**src/design/assert_macros.svh**
```systemverilog
// Assertion macros shared by the RTL of the byte-stream CRC block.
// No dependencies; define SYNTH to compile the checks out.
`ifndef ASSERT_MACROS_SVH
`define ASSERT_MACROS_SVH
`ifndef SYNTH
// Check a property on every rising edge outside reset.
`define ASSERT_ALWAYS(label, clk, rst, prop) \
  label: assert property (@(posedge clk) disable iff (rst) (prop)) \
    else $error("assertion failed");
// Check that a condition implies another one on the next edge.
`define ASSERT_NEXT(label, clk, rst, pre, post) \
  label: assert property (@(posedge clk) disable iff (rst) (pre) |=> (post)) \
    else $error("assertion failed");
`else
`define ASSERT_ALWAYS(label, clk, rst, prop)
`define ASSERT_NEXT(label, clk, rst, pre, post)
`endif
`endif

```
**src/design/crc32dm_pkg.sv**
```systemverilog
// Package for the dual-mode byte-stream CRC-32: constants and byte update functions.
// No dependencies.
`timescale 1ns / 1ps
package crc32dm_pkg;

  localparam int unsigned CrcW = 32;
  localparam logic [CrcW-1:0] CrcPoly     = 32'h04C1_1DB7;
  localparam logic [CrcW-1:0] CrcPolyRefl = 32'hEDB8_8320;
  localparam logic [CrcW-1:0] CrcOnes     = 32'hFFFF_FFFF;

  typedef enum logic {
    MODE_MPEG2 = 1'b0,
    MODE_IEEE  = 1'b1
  } crc_mode_t;

  // Non-reflected byte update, most significant bit first.
  function automatic logic [CrcW-1:0] crc_msb_byte(input logic [CrcW-1:0] r,
                                                   input logic [7:0] b);
    logic [CrcW-1:0] v;
    v = r ^ {b, 24'h0};
    for (int i = 0; i < 8; i++) begin
      v = v[CrcW-1] ? ({v[CrcW-2:0], 1'b0} ^ CrcPoly) : {v[CrcW-2:0], 1'b0};
    end
    return v;
  endfunction

  // Reflected byte update, least significant bit first.
  function automatic logic [CrcW-1:0] crc_lsb_byte(input logic [CrcW-1:0] r,
                                                   input logic [7:0] b);
    logic [CrcW-1:0] v;
    v = r ^ {24'h0, b};
    for (int i = 0; i < 8; i++) begin
      v = v[0] ? ({1'b0, v[CrcW-1:1]} ^ CrcPolyRefl) : {1'b0, v[CrcW-1:1]};
    end
    return v;
  endfunction

endpackage

```
**src/design/crc32_dual_mode_byte_stream.sv**
```systemverilog
// Top level of the dual-mode byte-stream CRC-32 (MPEG-2 or reflected IEEE).
// Depends on crc32dm_pkg and assert_macros.svh.
`timescale 1ns / 1ps
`include "assert_macros.svh"
// Usage:
// - Input channel (in_valid/in_ready) carries one message byte per transfer with
//   first_byte, last_byte and seed. first_byte restarts the CRC register: all ones
//   in MPEG-2 mode, seed XOR all ones in IEEE mode (seed chains an earlier CRC).
// - Output channel (out_valid/out_ready) returns one transfer per input byte: the
//   finished CRC of the bytes since the last restart, and is_last copied through.
// - cfg_we/cfg_data write crc_mode (0 = MPEG-2, 1 = IEEE); write it only while idle.
// - Each result is registered in the output register, or in the skid register.
// - Throughput: one byte per cycle while ready. The byte update is an 8-step XOR
//   network between the CRC register and the result register; the CRC register
//   feeds back on itself so each byte sees the previous byte's register directly.
// - Stall: a two-entry output (result register plus skid register) lets a byte be
//   taken while a result waits; in_ready drops only when both entries are full,
//   and the result in the output register holds until out_ready.
// - Reset (rst, synchronous, active high): CRC register to all ones, crc_mode to
//   MPEG-2, both output entries empty. A stream without a first_byte after reset
//   continues from all ones.
module crc32_dual_mode_byte_stream (
  input  logic        clk,
  input  logic        rst,
  input  logic        cfg_we,
  input  logic        cfg_data,
  input  logic        in_valid,
  output logic        in_ready,
  input  logic [7:0]  data_byte,
  input  logic        first_byte,
  input  logic        last_byte,
  input  logic [31:0] seed,
  output logic        out_valid,
  input  logic        out_ready,
  output logic [31:0] crc_value,
  output logic        is_last
);

  crc32dm_pkg::crc_mode_t crc_mode;
  logic [31:0] crc_register;
  logic [31:0] crc_base;
  logic [31:0] crc_register_next;
  logic [31:0] result_crc;
  logic        in_fire;
  logic        out_free;
  logic        skid_valid;
  logic [31:0] skid_crc;
  logic        skid_last;

  assign in_ready = !skid_valid;
  assign in_fire  = in_valid && in_ready;
  // Output entry can take a new value this edge.
  assign out_free = !out_valid || out_ready;

  // Pick the starting register, then advance it by one byte in the current mode.
  always_comb begin
    if (crc_mode == crc32dm_pkg::MODE_IEEE) begin
      crc_base          = first_byte ? ~seed : crc_register;
      crc_register_next = crc32dm_pkg::crc_lsb_byte(crc_base, data_byte);
      result_crc        = ~crc_register_next;
    end else begin
      crc_base          = first_byte ? crc32dm_pkg::CrcOnes : crc_register;
      crc_register_next = crc32dm_pkg::crc_msb_byte(crc_base, data_byte);
      result_crc        = crc_register_next;
    end
  end

  // Mode register.
  always_ff @(posedge clk) begin
    if (rst) begin
      crc_mode <= crc32dm_pkg::MODE_MPEG2;
    end else if (cfg_we) begin
      crc_mode <= crc32dm_pkg::crc_mode_t'(cfg_data);
    end
  end

  // Running CRC register: advance on every accepted byte.
  always_ff @(posedge clk) begin
    if (rst) begin
      crc_register <= crc32dm_pkg::CrcOnes;
    end else if (in_fire) begin
      crc_register <= crc_register_next;
    end
  end

  // Output register and skid register.
  always_ff @(posedge clk) begin
    if (rst) begin
      out_valid  <= 1'b0;
      skid_valid <= 1'b0;
    end else if (in_fire) begin
      if (out_free) begin
        out_valid <= 1'b1;
      end else begin
        skid_valid <= 1'b1;
      end
    end else if (out_valid && out_ready) begin
      // Drain the skid entry into the output, or empty the output.
      out_valid  <= skid_valid;
      skid_valid <= 1'b0;
    end
  end

  // Payload of both entries; no reset needed.
  always_ff @(posedge clk) begin
    if (in_fire) begin
      if (out_free) begin
        crc_value <= result_crc;
        is_last   <= last_byte;
      end else begin
        skid_crc  <= result_crc;
        skid_last <= last_byte;
      end
    end else if (out_valid && out_ready && skid_valid) begin
      crc_value <= skid_crc;
      is_last   <= skid_last;
    end
  end

  // The skid entry is only ever filled behind a held output.
  `ASSERT_ALWAYS(a_skid_behind_out, clk, rst, !skid_valid || out_valid)
  // Every accepted byte leaves a result pending on the next cycle.
  `ASSERT_NEXT(a_fire_gives_result, clk, rst, in_fire, out_valid)
  // A configuration write lands in the mode register.
  `ASSERT_NEXT(a_cfg_write, clk, rst, cfg_we, crc_mode == $past(cfg_data))

endmodule
```
**config.mk**
```make
export PLATFORM = sky130hd
export DESIGN_NAME = crc32_dual_mode_byte_stream
export DESIGN_NICKNAME = d
export VERILOG_FILES = /design/src/design/crc32dm_pkg.sv /design/src/design/crc32_dual_mode_byte_stream.sv
export VERILOG_INCLUDE_DIRS = /design/src /design/src/design
export SDC_FILE = /design/constraint.sdc
export NUM_CORES = 1
export LEC_CHECK = 0
export CORE_ASPECT_RATIO = 1.2
export CORE_MARGIN = 2
export CORE_UTILIZATION = 54
export CTS_CLUSTER_SIZE = 40
export DETAILED_ROUTE_END_ITERATION = 7
export DONT_BUFFER_PORTS = 1
export PLACE_DENSITY = 0.69
export SYNTH_ARGS = -nofsm -noshare
export SYNTH_HDL_FRONTEND = slang
export SYNTH_SLANG_ARGS = --single-unit
```
**constraint.sdc**
```tcl
create_clock -name clk -period 4.17 [get_ports clk]
set_input_delay 0.834 -clock clk [delete_from_list [all_inputs] [get_ports clk]]
set_output_delay 0.834 -clock clk [all_outputs]
set_load 0.1 [all_outputs]
```
Word-level counts from Yosys, hierarchy flattened

Index checks and enable logic that the tools add are counted.

Word-level logic and storage cells: 75
Output and inout port bits: 35
Memory bits (read-only): 0
Register bits: 101
Memories: 0
Memory bits (writable): 0
Bits in latches: 0
Input port bits: 48

Divide/modulo/power cells: 0
$mul: 0
Equality and inequality tests: 2
Shifts and indexed selects: 0
Magnitude comparators: 0
$add $sub $neg: 0
Reductions and logical operators: 12
Muxes and demuxes: 32
Bitwise logic cells: 21

Operators with widths:

| kind                                                                     | number |
|---|---|
| 32-bit two-way mux                                                       | 15 |
| 27-bit two-way mux                                                       | 8 |
| 13-bit NOT with 14-bit output                                            | 8 |
| 14-bit NOT                                                               | 8 |
| 32-bit NOT                                                               | 2 |
| 32-bit XOR                                                               | 1 |
| 32-bit by 8-bit XOR with 32-bit output                                   | 1 |
| 1-bit two-way mux                                                        | 9 |
| 2-bit AND reduction                                                      | 4 |
| 2-bit nonzero test                                                       | 2 |
| 1-bit logical AND                                                        | 3 |
| 1-bit logical NOT                                                        | 2 |
| 2-bit by 1-bit inequality test with 1-bit output (second input constant) | 1 |
| 2-bit inequality test (second input constant)                            | 1 |
| 1-bit logical OR                                                         | 1 |
| 1-bit NOT                                                                | 1 |

Depth between registers and ports, before layout

Depth in word-level cells: 23
Depth in mapped cells: 10
Depth with buffers taken out: 7

Worst setup path after synthesis

Ideal clock, no wire load.

Kind: input port to flip-flop
Start: input port in_valid
End: register crc_value[0], enable pin
Cell stages on the path: 5
Library setup time: 0.434 ns
Required time: 3.736 ns
Path buffers: 2
Arrival: 3.308 ns
Path slack: 0.427 ns
Path through: nor2b_1 > clkbuf_1 > clkbuf_1 > a21oi_1 > a21oi_1

Cells in the longest elaborated chain, start to end: 3
Elaborated cells on any way between the ends: 4
Classes of those cells: eq/ne (1); reduce/logical (3)

Ends and longest elaborated chain:

| element                                                                                          | line                               | RTL |
|---|---|---|
| start: declaration                                                                               | crc32_dual_mode_byte_stream.sv:27  | `input logic in_valid,` |
| 1-bit logical AND *                                                                              | crc32_dual_mode_byte_stream.sv:51  | `assign in_fire = in_valid && in_ready;` |
| 2-bit by 1-bit inequality test with 1-bit output (no line) or 2-bit nonzero test (tied branches) | --                                 |  |
| 2-bit AND reduction (no line) *                                                                  | --                                 |  |
| end signal: assignment                                                                           | crc32_dual_mode_byte_stream.sv:108 | `crc_value <= result_crc;` |
| end signal: assignment                                                                           | crc32_dual_mode_byte_stream.sv:115 | `crc_value <= skid_crc;` |
| end: declaration                                                                                 | crc32_dual_mode_byte_stream.sv:35  | `output logic [31:0] crc_value,` |

Every way passes the cells marked *; elsewhere a longest branch is shown, timed or not.
A chain may end at the register's enable or synchronous reset.

Worst setup path in the final report

Start: register crc_register[31]
End: register crc_value[5] (data pin)

Cells in the longest elaborated chain, start to end: 9

Ends and longest elaborated chain:

| element                           | line                               | RTL |
|---|---|---|
| start: declaration                | crc32_dual_mode_byte_stream.sv:40  | `logic [31:0] crc_register;` |
| start signal: assignment          | crc32_dual_mode_byte_stream.sv:80  | `crc_register <= crc32dm_pkg::CrcOnes;` |
| start signal: assignment          | crc32_dual_mode_byte_stream.sv:82  | `crc_register <= crc_register_next;` |
| 32-bit two-way mux *              | crc32_dual_mode_byte_stream.sv:62  | `crc_base = first_byte ? crc32dm_pkg::CrcOnes : crc_register;` |
| 32-bit XOR *                      | crc32dm_pkg.sv:20                  | `v = r ^ {b, 24'h0};` |
| 27-bit two-way mux * (2 in a row) | crc32dm_pkg.sv:22                  | `v = v[CrcW-1] ? ({v[CrcW-2:0], 1'b0} ^ CrcPoly) : {v[CrcW-2:0], 1'b0};` |
| 14-bit NOT (no line)              | --                                 |  |
| 27-bit two-way mux *              | crc32dm_pkg.sv:22                  |  |
| 32-bit two-way mux *              | crc32_dual_mode_byte_stream.sv:57  | `if (crc_mode == crc32dm_pkg::MODE_IEEE) begin` |
| 32-bit two-way mux *              | crc32_dual_mode_byte_stream.sv:107 | `if (out_free) begin` |
| 32-bit two-way mux *              | crc32_dual_mode_byte_stream.sv:106 | `if (in_fire) begin` |

Every way passes the cells marked *; elsewhere a longest branch is shown, timed or not. The select of a mux whose other input is x is not followed.

==> reports/metrics.yaml <==
setup_slack_ns: 1.48
crit_family: "XOR/XNOR gates"
cap_violations: 0
layout_common_cells: "xnor2_1, nor2_1, edfxtp_1"
gp_congestion: 1.01
busiest_layer: "met2"
synthDistinctLibCells: 55
die_x_um: 108
drc: 0
use_met1_pct: 40.4
required_ns: 4.28
final.setup.tns_ns: 0
nNetsFinal: 708
syn_avg_cell_area_um2: 10.3
holdPathStages: 2
start_util_pct: 55.5
reg2regPathDepth: 7
synth_area_um2: 7040
synth_fa_ha_area_share_pct: 0
layoutNonFillerInstCount: 829
grt_overflow: 0
fin_worst_skew_ns: 0.00949
via_per_inst: 5.97
ys_seq_area_share_pct: 38.1
use_met3_pct: 5.53
cts_setup_buffers: 0
maxSlewViolCount: 0
synth_mux_area_share_pct: 4.27
crit_fanout: 7
grt_max_degree: 88
crit_buf_inv: 0
clk_pin_slew_ns: 0.08
worstPathArrival_ns: 2.80
dp_hpwl_mm: 14.7
status: "finished clean"
syn_inst: 684
end_kind: "flop"
io_buffer_count: 0
grt_usage_pct: 29.4
critPathSlowestCell: "dfxtp_1"
synth_top_family_by_area: "XOR/XNOR gates"
yosysTopAreaCell: "edfxtp_1"
reg2reg_from: "crc_register[31]$_SDFFE_PP1P_"
syn_nets: 732
wirelength_mm: 19.7
synth_compound_area_share_pct: 12.1
die_h_um: 129
cts_tree: "built"
core_um2: 12700
synthSimpleGateAreaFrac_pct: 10.8
drtIter0Drc: 397
post_cts_resized: 0
layout-drive-gt1-share_pct: 11.9
synth_top_area_share_pct: 28.2
cts.sink_count: 101
syn2layout_area_growth_pct: 5.44
num_vias: 4945
antenna_left: 0
rsz0062_at_grt: "no"
worst_pin_slew_ns: 1.04
max_freq_ghz: 0.371
setup_viol: 0
grt_pass1_vias: 4868
post-place-cells: 813
irDropWorstVdd_uv: 248
grt_pass1_wl_mm: 29.8
layout_min_cycle_time_ns: 2.69
avgRoutedWirePerCell_um: 23.8
final_common_cell: "xnor2_1"
clockBufferDepth: 2
ios: 83
placementRows: 45
n_fill_cell: 1092
r2r_slack_ns: 1.48
hold_class: "flop to flop"
yosysWarnings: 0
synth_xor_xnor_area_share_pct: 31.2
holdBufCountCts: 0
r2r-end: "crc_value[5]$_DFFE_PP_"
ys_ff_latch: 101
leakage_nw: 2.78
p_per_area_nw_per_um2: 659
finalPower_mw: 4.89
h-tree-depth: 3
grt_antenna_before_repair: 0
crit_type: "flop to flop"
yosys-top-cells-area: "edfxtp_1, xnor2_1, dfxtp_1, xnor3_1, nor2_1"
cts_buffers: 9
worstSetupStartpointType: "flop"
clock_latency_ns: 0.35
min_from: "crc_register[20]$_SDFFE_PP1P_"
drtPass1Iterations: 4
n_antenna_cell: 0
slew_headroom_pct: 30.4
whs_ns: 0.476
path_cells: "xnor2_1 -> nor2_1 -> xor2_1 -> xnor2_2 -> xnor3_1 -> nand2_1 -> a31oi_1"
holdPathEnd: "crc_register[20]$_SDFFE_PP1P_"
met2_usage_pct: 46.3
finalHoldViolations: 0
slowest_delay_ns: 0.60
post-place-ws_ns: 1.14
layout_worst_path_cycle_share_pct: 64.6
dieArea_um2: 14000
root_buffer: "clkbuf_16"
-- per-stage QoR --
| stage | instance area [um^2] | utilization (%) |
|---|---|---|
| 4_1_cts | 7420 | 58.6 |
| 5_1_grt | 7420 | 58.6 |
| 3_3_place_gp | 7150 | 56.4 |
| 6_report | 7420 | 58.6 |
| 3_5_place_dp | 7150 | 56.4 |
| 2_1_floorplan | 7040 | - |
-- Yosys cell counts, drive strengths merged --
library cell	number
nor2	90
clkbuf	27
a21oi	53
dfxtp	35
a221oi	1
o41ai	1
nand4	1
o311ai	1
inv	7
xnor2	130
a31oi	9
nand3b	2
and3	1
or2	1
or3	3
o31ai	9
nand2	53
o32a	4
a211oi	5
xor2	33
o21a	5
or4	1
o22a	1
and2	7
o311a	1
o21ba	1
a22o	1
mux2	16
nand2b	6
nor3	6
edfxtp	66
buf	22
xor3	1
nand3	4
nor2b	3
a211o	2
a221o	4
mux2i	12
o21ai	30
o21bai	2
xnor3	24
a21o	3
-- sequential cells by signal, summed over array words and instances (netlist names) --
name and cells:
crc_register 32, skid_valid 1, is_last 1, out_valid 1, crc_value 32, skid_last 1, crc_mode 1, skid_crc 32
-- per-layer routing --
layer	vias up	part of all wire, %
met5	-	0
met4	0	3.5
met3	35	7.6
met2	217	47
met1	2397	42
li1	2296	-
-- logic make-up (layout without fill, tap and decap cells) --
kind of cell | count (synthesis) | in the layout
mux | 28 | 28
compound gates | 133 | 133
simple gates | 178 | 178
xor+xnor | 188 | 188
flops | 101 | 101
buf+inv | 56 | 37
-- worst max path at each step --
stage,start,endpoint,slack (ns),cells past startpoint
6_report,crc_register[31]$_SDFFE_PP1P_,crc_value[5]$_DFFE_PP_,1.48,7
5_1_grt,crc_register[31]$_SDFFE_PP1P_,crc_value[12]$_DFFE_PP_,1.37,7
4_1_cts,crc_register[31]$_SDFFE_PP1P_,crc_value[5]$_DFFE_PP_,1.51,7
3_5_place_dp,seed[1],crc_value[29]$_DFFE_PP_,1.14,7
3_3_place_gp,seed[1],crc_value[29]$_DFFE_PP_,1.21,7
2_1_floorplan,in_valid,crc_value[0]$_DFFE_PP_,0.43,5
-- area by class of cell --
class | count | area [um^2] | area share [%]
Timing Repair Buffer | 14 | 105 | 1.42
Sequential cell | 101 | 2680 | 36.2
Clock buffer | 10 | 229 | 3.09
Inverter | 7 | 26.3 | 0.354
Multi-Input combinational cell | 527 | 4130 | 55.6
Clock inverter | 6 | 45.0 | 0.607
Tap cell | 164 | 205 | 2.77
-- tightest hold or removal path, stage by stage, from the launching register on --
cell     delay (ns)
dfxtp_1        0.33
a21oi_1        0.07
o41ai_1        0.05
-- power by group --
group / internal, mW / total [mW] / switching (mW)
clock network: 0.410 / 0.815 / 0.406
registers: 1.31 / 1.87 / 0.559
logic: 1.02 / 2.20 / 1.18
total: 2.74 / 4.89 / 2.15
(Power assumes the default switching activity.)
